===== src/design/prlt_pkg.sv =====
// ----------------------------------------------------------------------------
// prlt_pkg: shared types, codes and character coding for the record table
// Holds request and status codes, the stored record layout, the
// controller/datapath command and status structs and the 6-bit and 5-bit
// character coding functions.
// ----------------------------------------------------------------------------
package prlt_pkg;

   // request kinds (req_tuser)
   localparam logic [1:0] REQ_INSERT   = 2'd0;
   localparam logic [1:0] REQ_DELETE   = 2'd1;
   localparam logic [1:0] REQ_READ_ALL = 2'd2;
   localparam logic [1:0] REQ_UNUSED   = 2'd3;

   // result status codes (rsp_tuser)
   localparam logic [2:0] STATUS_ADDED     = 3'd0;
   localparam logic [2:0] STATUS_DELETED   = 3'd1;
   localparam logic [2:0] STATUS_EMPTY     = 3'd2;
   localparam logic [2:0] STATUS_NOT_FOUND = 3'd3;
   localparam logic [2:0] STATUS_FULL      = 3'd4;
   localparam logic [2:0] STATUS_RECORD    = 3'd5;

   localparam logic [5:0] CODE6_OTHER = 6'd62;
   localparam logic [4:0] CODE5_OTHER = 5'd26;

   localparam int DATA_W   = 136;
   localparam int STATUS_W = 3;
   localparam int KIND_W   = 2;

   typedef struct packed {
      logic [39:0] numbers;     // category, location, available, borrowed, damaged from low up
      logic [14:0] tag_codes;   // first code at bits 14:10
      logic [47:0] name_codes;  // code i at bits 6i+5:6i
      logic [7:0]  key;
   } rec_type;

   typedef struct packed {
      logic       ptr_clr;
      logic       load_req;
      logic       rd_en;
      logic       ins_wr;
      logic       del_wr;
      logic       cnt_dec;
      logic       out_ld;
      logic       out_rec;
      logic       out_last;
      logic [2:0] out_status;
   } ctl_cmd_type;

   typedef struct packed {
      logic count_zero;
      logic count_full;
      logic dat_match;
      logic dat_last;
      logic out_free;
   } ctl_sts_type;

   function automatic logic [5:0] enc6(input logic [7:0] c);
      logic [5:0] v;
      if (c >= 8'h41 && c <= 8'h5a) begin
         v = 6'(c - 8'h41);
      end else if (c >= 8'h61 && c <= 8'h7a) begin
         v = 6'(c - 8'h47);
      end else if (c >= 8'h30 && c <= 8'h39) begin
         v = 6'(c + 8'h04);
      end else begin
         v = CODE6_OTHER;
      end
      return v;
   endfunction

   function automatic logic [7:0] dec6(input logic [5:0] v);
      logic [7:0] c;
      if (v <= 6'd25) begin
         c = 8'(v) + 8'h41;
      end else if (v <= 6'd51) begin
         c = 8'(v) + 8'h47;
      end else if (v <= 6'd61) begin
         c = 8'(v) - 8'h04;
      end else begin
         c = 8'h20;
      end
      return c;
   endfunction

   function automatic logic [4:0] enc5(input logic [7:0] c);
      logic [4:0] v;
      if (c >= 8'h41 && c <= 8'h5a) begin
         v = 5'(c - 8'h41);
      end else begin
         v = CODE5_OTHER;
      end
      return v;
   endfunction

   function automatic logic [7:0] dec5(input logic [4:0] v);
      logic [7:0] c;
      if (v <= 5'd25) begin
         c = 8'(v) + 8'h41;
      end else begin
         c = 8'h20;
      end
      return c;
   endfunction

endpackage


===== src/design/prlt_ctrl.sv =====
// ----------------------------------------------------------------------------
// prlt_ctrl: request sequencer for the record table
// Accepts one request at a time and steps the datapath through insert,
// delete scan with compaction, or read-all streaming.
// ----------------------------------------------------------------------------
module prlt_ctrl (
   input  logic                 clock,
   input  logic                 reset,
   input  logic                 req_tvalid,
   output logic                 req_tready,
   input  logic [1:0]           req_kind,
   output prlt_pkg::ctl_cmd_type cmd,
   input  prlt_pkg::ctl_sts_type sts
);

   localparam logic [2:0] S_IDLE     = 3'd0;
   localparam logic [2:0] S_INS      = 3'd1;
   localparam logic [2:0] S_DEL      = 3'd2;
   localparam logic [2:0] S_DEL_SCAN = 3'd3;
   localparam logic [2:0] S_RD       = 3'd4;
   localparam logic [2:0] S_RD_WAIT  = 3'd5;
   localparam logic [2:0] S_FIN      = 3'd6;

   logic [2:0] state_ff, state_in;
   logic       found_ff, found_in;
   logic [2:0] fin_status_ff, fin_status_in;

   always_comb begin
      cmd           = '0;
      state_in      = state_ff;
      found_in      = found_ff;
      fin_status_in = fin_status_ff;
      req_tready    = 1'b0;
      unique case (state_ff)
         S_IDLE: begin
            req_tready = 1'b1;
            if (req_tvalid) begin
               cmd.load_req = 1'b1;
               cmd.ptr_clr  = 1'b1;
               found_in     = 1'b0;
               unique case (req_kind)
                  prlt_pkg::REQ_INSERT:   state_in = S_INS;
                  prlt_pkg::REQ_DELETE:   state_in = S_DEL;
                  prlt_pkg::REQ_READ_ALL: state_in = S_RD;
                  prlt_pkg::REQ_UNUSED:   state_in = S_IDLE;
               endcase
            end
         end
         S_INS: begin
            if (sts.count_full) begin
               fin_status_in = prlt_pkg::STATUS_FULL;
            end else begin
               cmd.ins_wr    = 1'b1;
               fin_status_in = prlt_pkg::STATUS_ADDED;
            end
            state_in = S_FIN;
         end
         S_DEL: begin
            if (sts.count_zero) begin
               fin_status_in = prlt_pkg::STATUS_EMPTY;
               state_in      = S_FIN;
            end else begin
               cmd.rd_en = 1'b1;
               state_in  = S_DEL_SCAN;
            end
         end
         S_DEL_SCAN: begin
            // entries after the first match move down one place
            if (found_ff) begin
               cmd.del_wr = 1'b1;
            end else if (sts.dat_match) begin
               found_in = 1'b1;
            end
            if (sts.dat_last) begin
               if (found_ff || sts.dat_match) begin
                  cmd.cnt_dec   = 1'b1;
                  fin_status_in = prlt_pkg::STATUS_DELETED;
               end else begin
                  fin_status_in = prlt_pkg::STATUS_NOT_FOUND;
               end
               state_in = S_FIN;
            end else begin
               cmd.rd_en = 1'b1;
            end
         end
         S_RD: begin
            if (sts.count_zero) begin
               fin_status_in = prlt_pkg::STATUS_EMPTY;
               state_in      = S_FIN;
            end else begin
               cmd.rd_en = 1'b1;
               state_in  = S_RD_WAIT;
            end
         end
         S_RD_WAIT: begin
            if (sts.out_free) begin
               cmd.out_ld     = 1'b1;
               cmd.out_rec    = 1'b1;
               cmd.out_last   = sts.dat_last;
               cmd.out_status = prlt_pkg::STATUS_RECORD;
               if (sts.dat_last) begin
                  state_in = S_IDLE;
               end else begin
                  cmd.rd_en = 1'b1;
               end
            end
         end
         S_FIN: begin
            if (sts.out_free) begin
               cmd.out_ld     = 1'b1;
               cmd.out_last   = 1'b1;
               cmd.out_status = fin_status_ff;
               state_in       = S_IDLE;
            end
         end
         default: begin
            state_in = S_IDLE;
         end
      endcase
   end

   always_ff @(posedge clock) begin
      if (reset) begin
         state_ff      <= S_IDLE;
         found_ff      <= 1'b0;
         fin_status_ff <= prlt_pkg::STATUS_ADDED;
      end else begin
         state_ff      <= state_in;
         found_ff      <= found_in;
         fin_status_ff <= fin_status_in;
      end
   end

endmodule


===== config.mk =====
export PLATFORM = sky130hd
export DESIGN_NAME = prlt_ctrl
export DESIGN_NICKNAME = d
export VERILOG_FILES = /design/src/design/prlt_pkg.sv /design/src/design/prlt_ctrl.sv
export SDC_FILE = /design/constraint.sdc
export NUM_CORES = 1
export LEC_CHECK = 0
export ABC_AREA = 1
export BUFFER_PORTS_ARGS = -buffer_cell sky130_fd_sc_hd__buf_2
export CAP_MARGIN = 25
export CORE_AREA = 4 4 41 43
export CTS_BUF_LIST = sky130_fd_sc_hd__clkbuf_8
export CTS_CLUSTER_SIZE = 10
export DETAILED_ROUTE_END_ITERATION = 6
export DIE_AREA = 0 0 45 47
export GPL_TIMING_DRIVEN = 1
export PLACE_DENSITY = 0.74
export SLEW_MARGIN = 15
export SYNTH_ARGS = -nofsm -noshare
export SYNTH_HDL_FRONTEND = slang
export SYNTH_SLANG_ARGS = --single-unit

===== constraint.sdc =====
create_clock -name clock -period 1.39 [get_ports clock]
set_input_delay 0.139 -clock clock [delete_from_list [all_inputs] [get_ports clock]]
set_output_delay 0.139 -clock clock [all_outputs]
set_load 0.005 [all_outputs]

Word level (Yosys, flattened, before mapping)

Index checks and enable logic that the tools add are counted.

Word-level logic and storage cells: 64
Output and inout port bits: 13
Register bits: 7

Equality and inequality tests: 15
Muxes and demuxes: 37
Reductions and logical operators: 9

Operators by type and width:

| operator                                                               | number |
|---|---|
| 3-bit two-way mux                                                      | 9 |
| 3-bit case mux with 7 select lines                                     | 1 |
| 1-bit two-way mux                                                      | 14 |
| 3-bit case mux with 4 select lines                                     | 1 |
| 2-bit two-way mux                                                      | 5 |
| 2-bit != test (second input constant)                                  | 5 |
| 3-bit equality test (second input constant)                            | 3 |
| 3-bit case mux with 3 select lines                                     | 1 |
| 4-bit case mux with 2 select lines                                     | 1 |
| 3-bit by 2-bit equality test with 1-bit output (second input constant) | 2 |
| 6-bit two-way mux                                                      | 1 |
| 5-bit AND reduction                                                    | 1 |
| 2-bit equality test (second input constant)                            | 2 |
| 4-bit two-way mux                                                      | 1 |
| 1-bit case mux with 2 select lines                                     | 2 |
| 3-bit by 1-bit equality test with 1-bit output (second input constant) | 1 |
| 3-bit logical NOT                                                      | 1 |
| 1-bit case mux with 3 select lines                                     | 1 |
| 3-bit AND reduction                                                    | 1 |
| 3-bit nonzero test                                                     | 1 |
| 2-bit by 1-bit equality test with 1-bit output (second input constant) | 1 |
| 2-bit logical NOT                                                      | 1 |
| 2-bit by 1-bit != test with 1-bit output (second input constant)       | 1 |
| 2-bit AND reduction                                                    | 1 |
| 3 further kinds                                                        | 3 |

Depth between registers and ports, before layout

Gate-level depths: netlist of the first run.

Depth in word-level cells: 4
Depth in mapped cells: 10
Gate-level depth less buffers: 9

Worst setup path after synthesis of the first run

No wires, ideal clock.

Path type: flip-flop to output port
Start point: register state_ff[1]
End point: output port cmd[11] in the netlist's numbering
Arrival time: 1.045 ns
Data required time: 1.251 ns
Setup slack: 0.206 ns
Cell stages (with the launch flop): 8
Cell sequence: dfxtp_1 -> buf_6 -> inv_1 -> nand2_2 -> nor2_2 -> inv_1 -> nor2_1 -> buf_4

RTL lines:

| what                   | RTL line         | source |
|---|---|---|
| start, declared        | prlt_ctrl.sv:24  | `logic [2:0] state_ff, state_in;` |
| start signal, assigned | prlt_ctrl.sv:128 | `state_ff <= state_in;` |
| end, declared          | prlt_ctrl.sv:12  | `output prlt_pkg::ctl_cmd_type cmd,` |

==> results by group, run 1 <==
Run status
  • Status: finished with violations
  • Failing checks: negative setup slack

Routing
  • Vias per cell: 5.41
  • Via count: 828
  • DRT Pass-1 Iters: 4
  • Number of remaining DRC errors: 0
  • Drt total wl: 2.12 mm
  • Post-route ant nets: 0
  • Number of DRC markers in iteration 0: 28
  • Drt wl/cell: 13.9 um

Worst setup path
  • Critical path peak fanout: 7
  • Critical path arrival: 1280 ps
  • Setup crit end kind: output pin
  • Startpoint class of the critical path: register
  • Worst EP required: 1250 ps
  • CP Class: reg2out
  • R2R cell count: 8

Synthesis
  • Yosys Warn Count: 0
  • Fraction of registers with async set/reset: 0
  • Top_reg_cell synth: dfxtp_1
  • Seq/Total Area, Yosys: 0.229
  • Number of flops mapped to enable cells by yosys: 0
  • Post-Syn Area per Cell: 6.07 um^2
  • Mapped Area: 613 um^2
  • Synth cell types: 24
  • Most numerous cell in the Yosys netlist: nand2_1
  • Largest area contributor in the netlist: dfxtp_1
  • Ranking of synthesized cells by area: dfxtp_1 (23%), nand2_1 (12%), nor2_1 (10%)
  • Gate Count Post-Synth: 101
  • Top-area cell type share of the netlist area: 0.229
  • Synth Register Bits: 7
  • Synth top cells by count: nand2_1 (20), nor2_1 (17), inv_1 (13), o21ai_0 (8), dfxtp_1 (7)
  • Post-Syn Nets: 111

CTS
  • Clock Sinks: 7
  • Worst-skew pair later-pin latency: 240 ps
  • Clock buffer depth: 2
  • Worst-path clk slew: 50 ps
  • Clock Tree Root: clkbuf_8
  • TritonCTS buffer count: 3
  • CTS tree: built
  • H-tree depth: 1

Hold path
  • Worst hold path class: in2reg
  • WHS Path Cells: 2

Pwr
  • Pint: 0.00117 W
  • Switching Fraction: 0.460
  • Worst vdd rail ir drop: 1.45 mV
  • Clock power frac: 0.141
  • Flop pwr share: 0.185
  • Total power divided by cell area: 2230 nW/um^2
  • Pleak: 0.510 nW
  • Tot Pwr: 0.00217 W
  • NetSw: 0.000996 W
  • Comb power frac: 0.674

Floorplanning
  • Die W: 45 um
  • Num rows: 13
  • I/O pin cnt: 23
  • Core ar.: 1300 um^2
  • Die area: 2120 um^2
  • Initial Util: 0.471
  • Die Y: 47 um

Global routing
  • Vias in the first global route: 599
  • Initial antenna violation count: 0
  • Total gr overflow: 0
  • Largest net degree at the start of global routing: 12
  • Total GRT Usage: 0.178
  • Global-route wire length before repair: 2.64 mm

STA
  • Final hold violation count: 0
  • Setup WS post-layout: -28.9 ps
  • Actual slew at the worst max-slew pin: 282 ps
  • Fmax: 705 MHz
  • Final period util: 1.02
  • Final setup viols: 1
  • Max-slew violations: 0
  • Clock skew: 7.25 ps
  • Max transition margin: 0.810
  • RSZ-0062 raised after global routing: true
  • Clock period minus worst slack: 1420 ps
  • Hold slack: 107 ps

Finish
  • Final std cells w/o fill: 153
  • Final nets: 149
  • Area Overhead vs Synth: 58.4%
  • Final Core Density: 0.746
  • Share of cells above drive strength 1: 0.486
  • Inserted Diodes: 0

Place
  • Dpl ws: 29.1 ps
  • Port Buffer Count: 22
  • Placed Cells: 136
  • Routability cong.: 0.890
  • DP HPWL: 1.19 mm

Flow run
  • Max-Cap Viols: 0
kinds of logic after synthesis:
kind of cell	Yosys count	share of synthesized area
AND/OR/NAND/NOR	63	0.502
buffers and inverters	18	0.145
AO/OA/AOI/OAI	13	0.125
flip-flops	7	0.229
area by class of cell:
cell class,count,area [um^2]
clock buffers,3,41.3
fillers,97,330
clock inverters,1,3.75
multi-input cells,76,434
well taps,15,18.8
inverters,15,68.8
repair buffers,36,253
flip-flops and latches,7,151
stage by stage:
step	TNS, ps	area (um^2)
floorplan	0	613
finish	-28.9	971
CTS	-29.1	797
global route	-296	971
detailed placement	0	732
global placement	0	732
layout by cell type, fill, tap and decap left out, drive strengths merged:
master	count
buf	35
nand2	26
nor2	23
inv	16
o21ai	8
nand3	7
dfxtp	7
clkbuf	4
nand4	3
a21oi	2
o211ai	1
or2	1
nor3	1
and2	1
o21bai	1
a21boi	1
nor3b	1
path summary, 6_finish.rpt:
| check | from | end | slack (ps) |
|---|---|---|---|
| worst min-delay path | reset | fin_status_ff[0]$_SDFFE_PP0P_ | 110 |
| worst max-delay path | state_ff[0]$_SDFFE_PP0P_ | cmd[9] | -30 |
| worst max register to register | state_ff[1]$_SDFFE_PP0P_ | fin_status_ff[1]$_SDFFE_PP0P_ | 110 |
| worst min register to register | found_ff$_SDFFE_PP0P_ | found_ff$_SDFFE_PP0P_ | 480 |
worst max-delay path: stages (launching register included):
cell      delay [ps]
dfxtp_4          410
inv_8             60
nor2_4           140
nand3_4          120
o211ai_1         180
buf_2            140
sequential cells by signal (all words and copies together) (netlist names):
signal,count
fin_status_ff,3
found_ff,1
state_ff,3
power groups by stage:
stage / registers [W] / clock network (W) / logic [W]
floorplan: 0.000310 / 0 / 0.000751
global placement: 0.000336 / 0 / 0.000928
detailed placement: 0.000340 / 0 / 0.000939
CTS: 0.000358 / 0.000304 / 0.000977
global route: 0.000409 / 0.000319 / 0.00158
finish: 0.000402 / 0.000305 / 0.00146
metal layers:
metal,wire [um],global-route usage,share of wire
met5,0,0,0
met4,111,0.105,0.052
met3,176,0.0766,0.083
met2,1030,0.268,0.48
met1,803,0.211,0.38
timing repair:
action	4_1_cts	5_1_grt
resized for setup	8	20
cloned	0	1
hold buffers	0	0
buffers inserted	0	12
endpoints found under the setup margin	10	10
pin swaps	0	11
No activity file was read; power rests on OpenSTA's default activity.
==> inputs of run 2 (changes only) <==
Settings changed: GPL_TIMING_DRIVEN 1 to 0.
==> results by group, run 2 (synthesis results as in run 1) <==
Flow run
  • Max-Cap Viols: 0

STA
  • Final setup viols: 1
  • Actual slew at the worst max-slew pin: 214 ps
  • Max transition margin: 0.857
  • Max-slew violations: 0
  • RSZ-0062 raised after global routing: true
  • Final hold violation count: 0
  • Final period util: 1.01
  • Setup WS post-layout: -11.1 ps
  • Clock skew: 3.74 ps
  • Clock period minus worst slack: 1400 ps
  • Fmax: 714 MHz

Place
  • DP HPWL: 1.14 mm
  • Dpl ws: 89.1 ps
  • Routability cong.: 0.893
  • Port Buffer Count: 22

Pwr
  • Total power divided by cell area: 2120 nW/um^2
  • Tot Pwr: 0.00181 W
  • Worst vdd rail ir drop: 1.27 mV
  • Pleak: 0.474 nW

Finish
  • Top Registers: fin_status_ff: 3 flops, state_ff: 3 flops, found_ff: 1 flops
  • Area Overhead vs Synth: 39.4%
  • Share of cells above drive strength 1: 0.431
  • Commonest non-fill, non-tap cell in the layout: buf_2
  • Inserted Diodes: 0
  • Final nets: 141
  • Most frequent cells in the layout: buf_2 (22), nand2_1 (19), nor2_1 (16)
  • Final Core Density: 0.657

Routing
  • DRT Pass-1 Iters: 4
  • Number of DRC markers in iteration 0: 7
  • Number of remaining DRC errors: 0
  • Drt wl/cell: 11.4 um
  • Via count: 720
  • Vias per cell: 4.97
  • Post-route ant nets: 0
  • Drt total wl: 1.66 mm

Run status
  • Status: finished with violations
  • Failing checks: negative setup slack

Floorplanning
  • Die area: 2120 um^2
  • Die Y: 47 um
  • Core ar.: 1300 um^2
  • Initial Util: 0.471
  • Die W: 45 um
  • Num rows: 13
  • I/O pin cnt: 23

Global routing
  • Initial antenna violation count: 0
  • Largest net degree at the start of global routing: 9
  • Vias in the first global route: 626
  • Global-route wire length before repair: 2.53 mm
  • Total GRT Usage: 0.177
  • Total gr overflow: 0

Worst setup path
  • Setup crit end kind: output pin
  • CP Capture Point: cmd[9]
  • Critical Path Max Stage Delay: 300 ps
  • CP Class: reg2out
  • Reg2Reg Setup Slack: 80 ps
  • Critical path arrival: 1260 ps
  • R2R cell count: 8
  • Startpoint class of the critical path: register
  • Slowest stage cell, crit path: dfxtp_1
  • Setup crit start: state_ff[1]$_SDFFE_PP0P_
  • Critical path, cell by cell: buf_6 -> nor2_4 -> nand2_1 -> nand2_2 -> nand2_4 -> o211ai_1 -> buf_2
  • R2r startpoint: state_ff[1]$_SDFFE_PP0P_
  • Worst EP required: 1250 ps
  • Critical path peak fanout: 8
  • R2r endpoint: state_ff[1]$_SDFFE_PP0P_

CTS
  • H-tree depth: 1
  • Clock buffer depth: 2
  • Worst-skew pair later-pin latency: 230 ps
  • Clock Sinks: 7
  • Post-CTS Hold Fix Bufs: 0
  • Worst-path clk slew: 40 ps
  • CTS tree: built
  • TritonCTS buffer count: 3
  • Clock Tree Root: clkbuf_8

Hold path
  • WHS Path Cells: 2
  • Hold Crit Start: reset
  • Worst hold path class: in2reg
-- run 2: per-layer routing --
layer	global-route usage	vias to the layer above	wire, um
li1	-	372	-
met1	0.176	324	690
met2	0.308	18	823
met3	0.0728	6	97
met4	0.111	0	49
met5	0	-	0
-- run 2: power by group --
group          internal [W]  switching, W  total [W]
combinational      0.000489      0.000690    0.00118
sequential         0.000278     0.0000649   0.000342
clock              0.000191     0.0000953   0.000287
-- run 2: per-stage QoR --
stage	setup TNS, ps	hold WS, ps	cell area [um^2]	std cells
after floorplan	0	201	613	101
after global placement	0	335	742	138
after detailed placement	0	338	742	138
after CTS	0	90.2	845	145
after global routing	-461	110	855	145
final	-11.1	94.4	855	145
-- run 2: worst min-delay path by stage --
stage / endpoint / slack [ps]
2_1_floorplan: fin_status_ff[0]$_SDFFE_PP0P_ / 200
3_3_place_gp: fin_status_ff[0]$_SDFFE_PP0P_ / 330
3_5_place_dp: fin_status_ff[0]$_SDFFE_PP0P_ / 340
4_1_cts: fin_status_ff[0]$_SDFFE_PP0P_ / 90
5_1_grt: fin_status_ff[0]$_SDFFE_PP0P_ / 110
6_report: fin_status_ff[0]$_SDFFE_PP0P_ / 90
-- run 2: what timing repair did --
item / 4_1_cts / 5_1_grt
buffers inserted: 4 / 0
resized for setup: 13 / 5
pin swaps: 6 / 6
endpoints found under the setup margin: 8 / 11
-- run 2: critical path: cells and delay by family, from the launching register on --
kind	cells	cell delay, ps
compound gates	1	70
buf+inv	2	290
flops	1	300
simple gates	4	370
-- run 2: final cells by class --
class | instances | area (um^2)
sequential | 7 | 145
clock buffer | 3 | 41.3
buffer | 2 | 22.5
timing repair buffer | 26 | 140
tap | 15 | 18.8
fill | 121 | 447
inverter | 15 | 63.8
clock inverter | 1 | 3.75
multi-input combinational | 76 | 419
